===== config.mk =====
export PLATFORM = sky130hd
export DESIGN_NAME = user_id_field_splitter
export DESIGN_NICKNAME = d
export VERILOG_FILES = /design/src/rtl/uidfs_pkg.sv /design/src/rtl/uidfs_parser.sv /design/src/rtl/uidfs_emitter.sv /design/src/rtl/user_id_field_splitter.sv
export SDC_FILE = /design/constraint.sdc
export NUM_CORES = 1
export LEC_CHECK = 0
export BUFFER_PORTS_ARGS = -buffer_cell sky130_fd_sc_hd__buf_2
export CAP_MARGIN = 10
export CORE_AREA = 2 2 121 153
export DETAILED_ROUTE_END_ITERATION = 10
export DIE_AREA = 0 0 123 155
export GPL_TIMING_DRIVEN = 0
export PLACE_DENSITY_LB_ADDON = 0.08
export REMOVE_ABC_BUFFERS = 1
export SYNTH_ARGS = -nofsm -noshare
export SYNTH_HDL_FRONTEND = slang
export SYNTH_SLANG_ARGS = --single-unit

===== constraint.sdc =====
create_clock -name i_clk -period 3.3 [get_ports i_clk]
set_clock_uncertainty 0.15 [all_clocks]
set_input_delay 0 -clock i_clk [delete_from_list [all_inputs] [get_ports i_clk]]
set_output_delay 0 -clock i_clk [all_outputs]
set_load 0.005 [all_outputs]

===== src/rtl/uidfs_pkg.sv =====
package uidfs_pkg;

    // Longest string kept; bytes beyond it are dropped and flagged
    localparam int MAX_LEN = 256;
    // Position and depth counters must hold MAX_LEN itself
    localparam int POS_W   = $clog2(MAX_LEN + 1);
    // Output span fields are fixed at 9 bits
    localparam int SPAN_W  = 9;

    // Character codes
    localparam logic [7:0] CH_LT    = 8'h3C;
    localparam logic [7:0] CH_GT    = 8'h3E;
    localparam logic [7:0] CH_LPAR  = 8'h28;
    localparam logic [7:0] CH_RPAR  = 8'h29;
    localparam logic [7:0] CH_SPACE = 8'h20;
    localparam logic [7:0] CH_TAB   = 8'h09;
    localparam logic [7:0] CH_CR    = 8'h0D;
    localparam logic [7:0] CH_NUL   = 8'h00;

    // Part codes, also the order of the results
    typedef enum logic [1:0] {
        KIND_NAME    = 2'd0,
        KIND_EMAIL   = 2'd1,
        KIND_COMMENT = 2'd2
    } t_kind;

    typedef struct packed {
        logic [POS_W-1:0] start;
        logic [POS_W-1:0] length;
    } t_span;

    // Everything reported for one string
    typedef struct packed {
        t_span name;
        t_span email;
        t_span comment;
        logic  overflow;
    } t_span_set;

    // Trim whitespace: tab, LF, VT, FF, CR and space
    function automatic logic is_blank(input logic [7:0] c);
        return (c == CH_SPACE) || ((c >= CH_TAB) && (c <= CH_CR));
    endfunction

endpackage


===== src/rtl/uidfs_parser.sv =====
module uidfs_parser import uidfs_pkg::*; (
    input  logic       i_clk,
    input  logic       i_rst_n,
    input  logic       i_take,
    input  logic [7:0] i_character,
    input  logic       i_end_of_string,
    output t_span_set  o_spans
);

    logic [POS_W-1:0] r_pos, n_pos;
    logic             r_inside, n_inside;
    logic [POS_W-1:0] r_email_depth, n_email_depth;
    logic [POS_W-1:0] r_comment_depth, n_comment_depth;
    logic [POS_W-1:0] r_first, n_first;
    logic [POS_W-1:0] r_last, n_last;
    logic             r_seen, n_seen;
    logic [2:0]       r_valid, n_valid;
    t_span            r_span [3];
    t_span            n_span [3];
    logic             r_exceeded, n_exceeded;

    t_span            tail_span;
    logic             moved;

    // Span from the tail, already trimmed
    always_comb begin
        if (r_seen) begin
            tail_span.start  = r_first;
            tail_span.length = r_last - r_first + POS_W'(1);
        end else begin
            tail_span.start  = '0;
            tail_span.length = '0;
        end
    end

    // Per-byte parse and end-of-string clear
    always_comb begin
        n_pos           = r_pos;
        n_inside        = r_inside;
        n_email_depth   = r_email_depth;
        n_comment_depth = r_comment_depth;
        n_first         = r_first;
        n_last          = r_last;
        n_seen          = r_seen;
        n_valid         = r_valid;
        n_span          = r_span;
        n_exceeded      = r_exceeded;
        moved           = 1'b0;

        if (i_take && i_end_of_string) begin
            n_pos           = '0;
            n_inside        = 1'b0;
            n_email_depth   = '0;
            n_comment_depth = '0;
            n_first         = '0;
            n_last          = '0;
            n_seen          = 1'b0;
            n_valid         = '0;
            n_exceeded      = 1'b0;
            for (int k = 0; k < 3; k++) begin
                n_span[k] = '0;
            end
        end else if (i_take && (i_character != CH_NUL)) begin
            if (r_pos >= POS_W'(MAX_LEN)) begin
                n_exceeded = 1'b1;
            end else begin
                if (r_email_depth != '0) begin
                    if (i_character == CH_LT) begin
                        n_email_depth = r_email_depth + POS_W'(1);
                    end else if (i_character == CH_GT) begin
                        n_email_depth = r_email_depth - POS_W'(1);
                        if ((r_email_depth == POS_W'(1)) && !r_valid[KIND_EMAIL]) begin
                            n_valid[KIND_EMAIL] = 1'b1;
                            n_span[KIND_EMAIL]  = tail_span;
                            moved               = 1'b1;
                        end
                    end
                end else if (r_comment_depth != '0) begin
                    if (i_character == CH_LPAR) begin
                        n_comment_depth = r_comment_depth + POS_W'(1);
                    end else if (i_character == CH_RPAR) begin
                        n_comment_depth = r_comment_depth - POS_W'(1);
                        if ((r_comment_depth == POS_W'(1)) && !r_valid[KIND_COMMENT]) begin
                            n_valid[KIND_COMMENT] = 1'b1;
                            n_span[KIND_COMMENT]  = tail_span;
                            moved                 = 1'b1;
                        end
                    end
                end else if (i_character == CH_LT) begin
                    if (r_inside) begin
                        if (!r_valid[KIND_NAME]) begin
                            n_valid[KIND_NAME] = 1'b1;
                            n_span[KIND_NAME]  = tail_span;
                            moved              = 1'b1;
                        end
                        n_inside = 1'b0;
                    end else begin
                        moved = 1'b1;
                    end
                    n_email_depth = POS_W'(1);
                end else if (i_character == CH_LPAR) begin
                    if (r_inside) begin
                        if (!r_valid[KIND_NAME]) begin
                            n_valid[KIND_NAME] = 1'b1;
                            n_span[KIND_NAME]  = tail_span;
                            moved              = 1'b1;
                        end
                        n_inside = 1'b0;
                    end
                    n_comment_depth = POS_W'(1);
                end else if (!r_inside && (i_character != CH_SPACE)
                             && (i_character != CH_TAB)) begin
                    n_inside = 1'b1;
                end

                // Tail tracking: a capture restarts it
                if (moved) begin
                    n_seen  = 1'b0;
                    n_first = '0;
                    n_last  = '0;
                end else if (!is_blank(i_character)) begin
                    if (!r_seen) begin
                        n_seen  = 1'b1;
                        n_first = r_pos;
                    end
                    n_last = r_pos;
                end
                n_pos = r_pos + POS_W'(1);
            end
        end
    end

    // Spans as seen by an end marker now; an open name runs to the end
    always_comb begin
        o_spans.name     = r_valid[KIND_NAME]    ? r_span[KIND_NAME]
                         : (r_inside ? tail_span : '0);
        o_spans.email    = r_valid[KIND_EMAIL]   ? r_span[KIND_EMAIL]   : '0;
        o_spans.comment  = r_valid[KIND_COMMENT] ? r_span[KIND_COMMENT] : '0;
        o_spans.overflow = r_exceeded;
    end

    // State registers
    always_ff @(posedge i_clk) begin
        if (!i_rst_n) begin
            r_pos           <= '0;
            r_inside        <= 1'b0;
            r_email_depth   <= '0;
            r_comment_depth <= '0;
            r_first         <= '0;
            r_last          <= '0;
            r_seen          <= 1'b0;
            r_valid         <= '0;
            r_exceeded      <= 1'b0;
            for (int k = 0; k < 3; k++) begin
                r_span[k] <= '0;
            end
        end else begin
            r_pos           <= n_pos;
            r_inside        <= n_inside;
            r_email_depth   <= n_email_depth;
            r_comment_depth <= n_comment_depth;
            r_first         <= n_first;
            r_last          <= n_last;
            r_seen          <= n_seen;
            r_valid         <= n_valid;
            r_exceeded      <= n_exceeded;
            r_span          <= n_span;
        end
    end

endmodule


===== src/rtl/uidfs_emitter.sv =====
module uidfs_emitter import uidfs_pkg::*; (
    input  logic              i_clk,
    input  logic              i_rst_n,
    input  logic              i_load,
    input  t_span_set         i_spans,
    output logic              o_free,
    output logic              o_valid,
    input  logic              i_stall,
    output logic [1:0]        o_field_kind,
    output logic [SPAN_W-1:0] o_span_start,
    output logic [SPAN_W-1:0] o_span_length,
    output logic              o_overflow,
    output logic              o_last_result
);

    logic      r_busy, n_busy;
    t_kind     r_kind, n_kind;
    t_span_set r_set, n_set;
    t_span     cur;
    logic      out_take;
    logic      at_last;

    assign out_take = r_busy && !i_stall;
    assign at_last  = (r_kind == KIND_COMMENT);
    assign o_free   = !r_busy || (out_take && at_last);

    // Select the span being shown
    always_comb begin
        case (r_kind)
            KIND_NAME:    cur = r_set.name;
            KIND_EMAIL:   cur = r_set.email;
            KIND_COMMENT: cur = r_set.comment;
            default:      cur = '0;
        endcase
    end

    // Absent or empty parts read as zero
    always_comb begin
        o_valid       = r_busy;
        o_field_kind  = r_kind;
        o_span_start  = (cur.length != '0) ? SPAN_W'(cur.start) : '0;
        o_span_length = SPAN_W'(cur.length);
        o_overflow    = r_set.overflow;
        o_last_result = at_last;
    end

    // Walk name, email, comment; a new set loads as the last one leaves
    always_comb begin
        n_busy = r_busy;
        n_kind = r_kind;
        n_set  = r_set;
        if (i_load) begin
            n_busy = 1'b1;
            n_kind = KIND_NAME;
            n_set  = i_spans;
        end else if (out_take) begin
            case (r_kind)
                KIND_NAME:  n_kind = KIND_EMAIL;
                KIND_EMAIL: n_kind = KIND_COMMENT;
                default: begin
                    n_busy = 1'b0;
                    n_kind = KIND_NAME;
                end
            endcase
        end
    end

    always_ff @(posedge i_clk) begin
        if (!i_rst_n) begin
            r_busy <= 1'b0;
            r_kind <= KIND_NAME;
        end else begin
            r_busy <= n_busy;
            r_kind <= n_kind;
        end
    end

    always_ff @(posedge i_clk) begin
        r_set <= n_set;
    end

endmodule


===== src/rtl/user_id_field_splitter.sv =====
// A taken end marker shows its name span in the next cycle, then email and comment.
// Throughput: one byte request per cycle; an end marker gives three results, one per cycle
// while i_stall is low. An end marker waits only while the previous string's results drain;
// bytes of the next string are taken meanwhile.
// Reset: synchronous, active low; clears the parse state and empties the result register.
module user_id_field_splitter import uidfs_pkg::*; (
    input  logic              i_clk,
    input  logic              i_rst_n,
    input  logic              i_valid,
    output logic              o_stall,
    input  logic [7:0]        i_character,
    input  logic              i_end_of_string,
    output logic              o_valid,
    input  logic              i_stall,
    output logic [1:0]        o_field_kind,
    output logic [SPAN_W-1:0] o_span_start,
    output logic [SPAN_W-1:0] o_span_length,
    output logic              o_overflow,
    output logic              o_last_result
);

    t_span_set spans;
    logic      emit_free;
    logic      in_take;

    // Only an end marker has to wait for the result register
    assign o_stall = i_end_of_string && !emit_free;
    assign in_take = i_valid && !o_stall;

    uidfs_parser u_parser (
        .i_clk           (i_clk),
        .i_rst_n         (i_rst_n),
        .i_take          (in_take),
        .i_character     (i_character),
        .i_end_of_string (i_end_of_string),
        .o_spans         (spans)
    );

    uidfs_emitter u_emitter (
        .i_clk         (i_clk),
        .i_rst_n       (i_rst_n),
        .i_load        (in_take && i_end_of_string),
        .i_spans       (spans),
        .o_free        (emit_free),
        .o_valid       (o_valid),
        .i_stall       (i_stall),
        .o_field_kind  (o_field_kind),
        .o_span_start  (o_span_start),
        .o_span_length (o_span_length),
        .o_overflow    (o_overflow),
        .o_last_result (o_last_result)
    );

endmodule

Word-level counts from Yosys, hierarchy flattened. Cells that the tools add are included.

Flip-flop bits (word level): 163. Input bits: 13. Word-level logic and storage cells: 155. Output and inout bits: 24.

Eq/ne operators: 16. Order comparisons: 3. Reductions and logical operators: 45. $add $sub $neg: 7. Multiplexer cells: 52. Bitwise gates (word level): 6.

Operators by type and width (number): 2-to-1 mux 9 bit (16); 2-to-1 mux 18 bit (7); case mux 18 bit (3 select lines) (1); equality test 8 x 6 -> 1 bit (second input constant) (5); adder 9 x 1 -> 9 bit (second input constant) (4); 2-to-1 mux 1 bit (27); nonzero test 9 bit (3); equality test 9 x 1 -> 1 bit (second input constant) (2); subtractor 9 x 1 -> 9 bit (second input constant) (2); AND reduction 5 bit (3); AND reduction 6 bit (2); nonzero test 2 bit (6); logical AND 1 bit (11); greater-or-equal comparator 9 bit (second input constant) (1); subtractor 9 bit (1); greater-or-equal comparator 8 x 4 -> 1 bit (second input constant) (1); less-or-equal comparator 8 x 4 -> 1 bit (second input constant) (1); inequality test 8 x 4 -> 1 bit (second input constant) (1); inequality test 8 x 6 -> 1 bit (second input constant) (1); nonzero test 8 bit (1); zero test 1 bit (7); AND reduction 7 bit (1); inequality test 2 x 1 -> 1 bit (second input constant) (3); inverter 1 bit (6); 11 further kinds (16).

Logic depth before layout (Yosys ltp). Gate-level depths: netlist (run 1).

Word-level depth: 13. Depth in mapped cells: 11. Gate-level depth less buffers: 11.

By module. Synthesis (run 1) repeated with hierarchy kept, for this count alone.

Cells, all modules: 839. Area total of the unflattened synthesis: 7911.3 um2.

Modules (own cells, without submodules): uidfs_parser (area an instance 5592.9 um2, instances 1, seq. area each 2102.0 um2, cells each 703); uidfs_emitter (area an instance 2289.7 um2, instances 1, seq. area each 1711.6 um2, cells each 133); user_id_field_splitter (area an instance 28.8 um2, instances 1, seq. area each 0.0 um2, cells each 3).

Worst setup path after synthesis (run 1). No wires, ideal clock.

Path kind: flip-flop to flip-flop. Start point: reg u_emitter.r_kind[0] (netlist: u_emitter.o_field_kind[0]). End point: reg u_parser.r_span[17] (netlist name). Required time: 3.018 ns. Slack: 0.564 ns. Library setup time: 0.132 ns. Cell stages (with the launch flop): 11. Path buffers: 4. Clock period less this slack: 2.736 ns. Arrival time: 2.454 ns. Cell sequence: dfxtp_1 buf_6 or3b_4 a31o_1 or3_1 buf_6 or4_4 buf_6 buf_6 nand2_1 a21oi_1.

Word-level cells in the longest chain between the ends: 9. Elaborated cells on any way between the ends: 11. Those cells by class: eq/ne: 1; reduce/logical: 10.

RTL lines: start, declared (RTL line uidfs_emitter.sv:17) `t_kind r_kind, n_kind;`; start signal, assigned (RTL line uidfs_emitter.sv:74) `r_kind <= n_kind;`; equality test 2 bit * (RTL line uidfs_emitter.sv:24) `assign at_last = (r_kind == KIND_COMMENT);`; logical AND 1 bit * (RTL line uidfs_emitter.sv:25) `assign o_free = !r_busy || (out_take && at_last);`; logical OR 1 bit * (RTL line uidfs_emitter.sv:25); zero test 1 bit * (RTL line user_id_field_splitter.sv:27) `assign o_stall = i_end_of_string && !emit_free;`; logical AND 1 bit * (RTL line user_id_field_splitter.sv:27); zero test 1 bit * (RTL line user_id_field_splitter.sv:28) `assign in_take = i_valid && !o_stall;`; logical AND 1 bit * (RTL line user_id_field_splitter.sv:28); logical AND 1 bit (on tied branches) (RTL line uidfs_parser.sv:63, uidfs_parser.sv:50); AND reduction 7 bit (no line) / OR reduction 2 bit (equally long branches); end signal, assigned (RTL line uidfs_parser.sv:167) `r_span <= n_span;`; end, declared (RTL line uidfs_parser.sv:18) `t_span r_span [3];`.

Every way passes the cells marked *; elsewhere a longest branch is shown, timed or not. A chain may end at the register's enable or synchronous reset.

Final worst setup path (run 1).
Start point: reg u_parser.r_comment_depth[2]. End point: reg u_parser.r_first[3].

Word-level cells in the longest chain between the ends: 12. Elaborated cells on any way between the ends: 15. Those cells by class: eq/ne: 3; mux: 9; reduce/logical: 3.

RTL lines: start, declared (RTL line uidfs_parser.sv:13) `logic [POS_W-1:0] r_comment_depth, n_comment_depth;`; start signal, assigned (RTL line uidfs_parser.sv:161) `r_comment_depth <= n_comment_depth;`; equality test 9 x 1 -> 1 bit (RTL line uidfs_parser.sv:83) `if ((r_comment_depth == POS_W'(1)) && !r_valid[KIND_COMMENT]) begin`; logical AND 1 bit (RTL line uidfs_parser.sv:83); 2-to-1 mux 1 bit (RTL line uidfs_parser.sv:83); 2-to-1 mux 1 bit (RTL line uidfs_parser.sv:81) `end else if (i_character == CH_RPAR) begin`; 2-to-1 mux 1 bit (RTL line uidfs_parser.sv:79) `if (i_character == CH_LPAR) begin`; 2-to-1 mux 1 bit * (RTL line uidfs_parser.sv:78) `end else if (r_comment_depth != '0) begin`; 2-to-1 mux 1 bit * (RTL line uidfs_parser.sv:67) `if (r_email_depth != '0) begin`; 2-to-1 mux 1 bit * (RTL line uidfs_parser.sv:64) `if (r_pos >= POS_W'(MAX_LEN)) begin`; 2-to-1 mux 1 bit * (RTL line uidfs_parser.sv:63) `end else if (i_take && (i_character != CH_NUL)) begin`; 2-to-1 mux 1 bit * (RTL line uidfs_parser.sv:50) `if (i_take && i_end_of_string) begin`; inequality test 2 bit (no line) / inequality test 2 x 1 -> 1 bit (equally long branches); AND reduction 4 bit (no line); end signal, assigned (RTL line uidfs_parser.sv:162) `r_first <= n_first;`; end, declared (RTL line uidfs_parser.sv:14) `logic [POS_W-1:0] r_first, n_first;`.

Every way passes the cells marked *; elsewhere a longest branch is shown, timed or not. The select of a mux whose other input is x is not followed.

==> results.yml, run 1 <==
floorplan:
  ioPinCount: 37
  die_w_microns: 123
  rows: 55
  die_height_microns: 155
  dieArea_sq_um: 19070
  core_sq_um: 17750
  initial_core_util: 0.4390
placement:
  gp_congestion: 0.8517
  dp_hpwl_microns: 12650
  dp.cells: 1066
  preCtsSetupSlack_ns: -0.8177
  port_buffers: 36
global_routing:
  grt_pass1_vias: 6041
  grt.total_usage: 0.2028
  antenna_found_initial: 0
  grt_pass1_wl_microns: 30060
  grt_overflow: 0
  grt_max_degree: 50
timing:
  fmax_mhz: 324.3
  final_hold_viol_count: 0
  rsz0062_at_grt: "no"
  setup_slack_ns: 0.2165
  setup_viol: 0
  relSlewSlack: 0.2313
  fin_crit_sh: 0.9344
  slew_viol_final: 0
  tns_ns: 0
  worst_pin_slew_ns: 1.146
  post-route-min-period_ns: 3.083
clocking:
  cts_tree: "done"
  clk_latency_ns: 0.42
  clk_pin_slew_ns: 0.06
  cts.sinks: 163
  htreeDepth: 4
  cts_inserted_buffers: 17
  root_buffer: "clkbuf_16"
  clock_path_buffers: 2
yosys:
  synth_edf_count: 55
  ys_seq_area_frac: 0.4892
  ys_ff_latch: 163
  synthesis.area_sq_um: 7795
  avgSynthCellArea_sq_um: 9.236
  synth.distinct_cells: 59
  ys_warn_count: 0
  ys.flop_type: "dfxtp_1"
  synth_top_area_frac: 0.2774
  postSynthCellCount: 844
  synth_area_leader_cell: "dfxtp_1"
  synthArstFlopShare: 0
  yosys-top-cells-area: "dfxtp_1, edfxtp_1, a21oi_1"
finish:
  antenna_cells: 0
  layout_commonest_cell: "nand2_1"
  syn2layout_area_growth_pct: 13.77
  final_util: 0.4995
  nets: 902
  drive_above_1_share: 0.1142
  fin_cells: 1104
  final_cell_mix: "nand2_1, dfxtp_1, a21oi_1"
drt:
  ant_nets: 0
  wl_microns: 18530
  num_vias: 6155
  post_drt_wl_per_cell_microns: 16.78
  drc: 0
  routed_via_density: 5.575
  drtIter0Drc: 363
  dr.pass1.iters: 4
setup_path:
  worstPathCellList: "nor4_1 > nand2_1 > nand4bb_1 > o21ai_0 > a21oi_1 > a32o_1"
  critPathBufInv: 0
  arrival_ns: 3.24
  cpPeakStageDelay_ns: 0.71
  cp_max_fo: 8
  ff2ff_path_depth: 6
  required_ns: 3.46
  path_class: "reg2reg"
  critPathSlowestCell: "nor4_1"
  critPathTopFamily: "simple AND/OR/NAND/NOR gates"
  cp-start-kind: "flop"
  endpoint_kind: "flop"
  path_depth: 6
pwr:
  leakagePower_uw: 0.003105
  power.density_nw_per_um2: 493.6
  ir_drop_v: 0.0002670
worst_hold_path:
  holdPathStages: 3
  hold_class: "in2reg"
job:
  max-cap-violations: 0
run_status:
  status: "completed"
==> cell families (layout without fill, tap and decap cells) <==
logic type | count (synthesis) | in the layout | synth area share
and+or+nand+nor | 365 | 365 | 0.2331
muxes | 21 | 21 | 0.02697
DFF | 163 | 163 | 0.4892
buffers and inverters | 73 | 105 | 0.04029
adders and majority gates | 26 | 26 | 0.04270
AOI/OAI and AO/OA | 168 | 168 | 0.1363
xor gates and xnor gates | 28 | 28 | 0.03146
==> layout make-up <==
| class | count | area [sq um] |
|---|---|---|
| fillers | 1718 | 8886 |
| flip-flops and latches | 163 | 3820 |
| multi-input cells | 608 | 3707 |
| clock buffers | 18 | 439.2 |
| repair buffers | 48 | 344.1 |
| well taps | 228 | 285.3 |
| clock inverters | 14 | 178.9 |
| inverters | 25 | 93.84 |
==> worst paths after layout <==
check | start | endpoint | slack [ns]
min reg2reg | u_parser.r_exceeded$_SDFFE_PP0P_ | u_emitter.o_overflow$_DFFE_PP_ | 0.29
max | u_parser.r_comment_depth[2]$_SDFFE_PP0P_ | u_parser.r_first[3]$_SDFFE_PP0P_ | 0.22
min | i_end_of_string | u_emitter.o_overflow$_DFFE_PP_ | 0.06
max reg2reg | u_parser.r_comment_depth[2]$_SDFFE_PP0P_ | u_parser.r_first[3]$_SDFFE_PP0P_ | 0.22
==> metrics by stage <==
stage,total power [uW],hold slack [ns],instance area [sq um]
2_1_floorplan,2282,-0.006749,7575
3_3_place_gp,2359,0.1239,8040
3_5_place_dp,2378,0.1401,8162
4_1_cts,4425,0.04215,8853
5_1_grt,4529,0.07281,8869
6_report,4378,0.05831,8869
==> power breakdown <==
part | internal, uW | switching (uW)
registers | 2100 | 31.1
logic | 70.1 | 137
clock network | 1220 | 821
==> layer usage <==
metal,vias to the layer above,global-route usage,part of all wire
li1,3052,-,-
met1,2980,0.2305,0.42
met2,102,0.3704,0.54
met3,21,0.03702,0.028
met4,0,0.07900,0.019
met5,-,0,0
==> sequential cells by signal, summed over array words and instances, names as in the netlist <==
| register | flops |
|---|---|
| u_emitter.o_field_kind | 2 |
| u_emitter.o_overflow | 1 |
| u_emitter.o_valid | 1 |
| u_emitter.r_set | 54 |
| u_parser.r_comment_depth | 9 |
| u_parser.r_email_depth | 9 |
| u_parser.r_exceeded | 1 |
| u_parser.r_first | 9 |
| u_parser.r_inside | 1 |
| u_parser.r_last | 9 |
| u_parser.r_pos | 9 |
| u_parser.r_seen | 1 |
| u_parser.r_span | 54 |
| u_parser.r_valid | 3 |
==> cell usage after synthesis, types with 3 or more instances <==
library cell,instances
o311ai_0,3
and3_1,10
xnor2_1,10
or4_1,5
o211ai_1,4
clkbuf_1,39
o21a_1,4
nand2_1,109
nand3_1,76
xor2_1,18
a21oi_1,82
and2_1,43
buf_6,5
nor2b_1,3
a211oi_1,5
dfxtp_1,108
nor3_1,15
o22ai_1,3
a32o_1,10
or2_2,3
nor2_1,63
a22o_1,20
o21ai_1,4
nand4_1,6
ha_1,25
mux2i_1,21
nor4b_1,3
edfxtp_1,55
nor4_1,8
o21ai_0,18
inv_1,25
or3_1,6
==> timing repair <==
action	in CTS	in global routing
resized for setup	2	5
pin swaps	1	0
hold buffers	5	0
setup buffers	1	0
endpoints found under the setup margin	89	63
endpoints found under the hold margin	4	0
==> worst register-to-register path, stage by stage, from the launching register on <==
cell and delay (ns):
dfxtp_1 0.38, nor4_1 0.71, nand2_1 0.32, nand4bb_1 0.32, o21ai_0 0.45, a21oi_1 0.31
a32o_1 0.33
Power figures use the tool's default switching activity.
==> run 2: changes to the inputs <==
--- a/config.mk
+++ b/config.mk
@@ -12,7 +12,6 @@
 export DIE_AREA = 0 0 123 155
 export GPL_TIMING_DRIVEN = 0
 export PLACE_DENSITY_LB_ADDON = 0.08
-export REMOVE_ABC_BUFFERS = 1
 export SYNTH_ARGS = -nofsm -noshare
 export SYNTH_HDL_FRONTEND = slang
 export SYNTH_SLANG_ARGS = --single-unit
==> run 2 against run 1 <==
  * Flip-flop and latch count did not move
  * Wire length rose by 5.5%
  * Fmax rose by 0.77%
  * Sequential share of layout area fell by 0.50 points
  * Critical path depth rose by 2
  * Via count rose by 1.6%
  * Cell count rose by 3.6%
  * Largest power group unchanged
==> results.yml, run 2 (synthesized netlist as in run 1, its figures left out) <==
finish:
  largestRegisters: "u_emitter.r_set: 54 flops, u_parser.r_span: 54 flops"
  nets: 942
  final_cell_mix: "nand2_1, dfxtp_1, a21oi_1"
  syn2layout_area_growth_pct: 14.91
  drive_above_1_share: 0.09934
  antenna_cells: 0
  layout_commonest_cell: "nand2_1"
timing:
  whs_ns: 0.01216
  fmax_mhz: 326.8
  post-route-min-period_ns: 3.060
  fin_crit_sh: 0.9273
  relSlewSlack: 0.2822
  tns_ns: 0
  setup_viol: 0
  final_hold_viol_count: 0
  worst_pin_slew_ns: 1.070
  rsz0062_at_grt: "no"
  slew_viol_final: 0
setup_path:
  path_class: "reg2reg"
  arrival_ns: 3.19
  r2r-start: "u_emitter.o_field_kind[0]$_SDFFE_PP0N_"
  rr_endpoint: "u_parser.r_pos[2]$_SDFFE_PP0P_"
  r2r_setup_slack_ns: 0.24
  required_ns: 3.43
  cp_max_fo: 10
  cp-start-kind: "flop"
  ff2ff_path_depth: 8
  endpoint_kind: "flop"
floorplan:
  rows: 55
  initial_core_util: 0.4390
  dieArea_sq_um: 19070
  die_w_microns: 123
  ioPinCount: 37
  core_sq_um: 17750
  die_height_microns: 155
worst_hold_path:
  holdPathStages: 5
  hold_class: "in2reg"
  holdCritStartpoint: "i_character[6]"
  hold_path_end: "u_parser.r_inside$_SDFFE_PP0P_"
drt:
  drtIter0Drc: 305
  routed_via_density: 5.465
  ant_nets: 0
  wl_microns: 19540
  drc: 0
  dr.pass1.iters: 5
  num_vias: 6252
  post_drt_wl_per_cell_microns: 17.08
clocking:
  cts.sinks: 163
  clk_latency_ns: 0.43
  cts_tree: "done"
  post_cts_buffers: 0
  cts_inserted_buffers: 17
  htreeDepth: 4
  clk_pin_slew_ns: 0.06
  root_buffer: "clkbuf_16"
  clock_path_buffers: 2
placement:
  port_buffers: 36
  dp_hpwl_microns: 14910
  gp_congestion: 0.8837
pwr:
  leakagePower_uw: 0.003133
  power.density_nw_per_um2: 490.7
  ir_drop_v: 0.0003565
global_routing:
  grt_max_degree: 46
  grt_pass1_wl_microns: 31480
  grt_pass1_vias: 6027
  grt_overflow: 0
  antenna_found_initial: 0
  grt.total_usage: 0.2132
run_status:
  status: "completed"
yosys:
  syn_nets: 883
job:
  max-cap-violations: 0
[run 2: where the power goes]
group,switching (uW),leakage (uW),total [uW],internal (uW)
clock,829,0.000298,2050,1220
sequential,15.8,0.00142,2110,2100
combinational,166,0.00142,237,70.4
total,1010,0.00313,4400,3380
[run 2: worst max-delay path by stage]
stage | startpoint | end | slack (ns) | cells past startpoint
after floorplan | u_emitter.o_field_kind[0]$_SDFFE_PP0N_ | u_parser.r_span[17]$_SDFFE_PP0P_ | 0.56 | 10
after global placement | u_emitter.o_field_kind[1]$_SDFFE_PP0N_ | o_span_start[2] | 0.13 | 6
after detailed placement | u_parser.r_comment_depth[2]$_SDFFE_PP0P_ | u_parser.r_span[38]$_SDFFE_PP0P_ | 0.21 | 9
after CTS | u_emitter.o_field_kind[1]$_SDFFE_PP0N_ | o_span_start[0] | 0.07 | 6
after global routing | u_parser.r_email_depth[3]$_SDFFE_PP0P_ | u_parser.r_span[42]$_SDFFE_PP0P_ | 0.07 | 8
final | u_emitter.o_field_kind[0]$_SDFFE_PP0N_ | u_parser.r_pos[2]$_SDFFE_PP0P_ | 0.24 | 8
[run 2: per-stage QoR]
step                        util  power [uW]  cell area (sq um)  worst slack, ns  std cells
after floorplan                -        2297               7795           0.5638        844
after global placement    0.4653        2384               8260           0.1278       1108
after detailed placement  0.4667        2390               8287           0.2098       1109
after CTS                 0.5034        4431               8937          0.06742       1144
after global routing      0.5045        4549               8957          0.06822       1144
final                     0.5045        4395               8957           0.2400       1144
[run 2: worst max-delay path, stage by stage, from the launching register on]
cell and delay [ns]:
dfxtp_1 0.32, buf_6 0.15, or3b_4 0.41, nand2_1 0.08, nand3_1 0.14, nand2_1 0.39
clkbuf_1 0.54, clkbuf_1 0.60, nor2_1 0.13
[run 2: layout make-up]
| class | instances | area, sq um |
|---|---|---|
| inverters | 25 | 93.84 |
| plain buffers | 48 | 220.2 |
| multi-input cells | 608 | 3694 |
| fillers | 1678 | 8797 |
| repair buffers | 40 | 230.2 |
| well taps | 228 | 285.3 |
| flip-flops and latches | 163 | 3814 |
| clock inverters | 11 | 138.9 |
| clock buffers | 21 | 481.7 |
[run 2: routing by layer]
metal,part of all wire,routed length [microns],global-route usage,vias up
met1,0.43,8393,0.2620,2953
met5,0,0,0,-
met3,0.037,721,0.03739,30
met4,0.026,514,0.08442,0
met2,0.51,9906,0.3675,152
li1,-,-,-,3117
[run 2: repair_timing]
item	CTS	global route
hold buffers	3	0
setup endpoints to repair	0	27
gates resized for setup	0	3
hold endpoints to repair	3	0
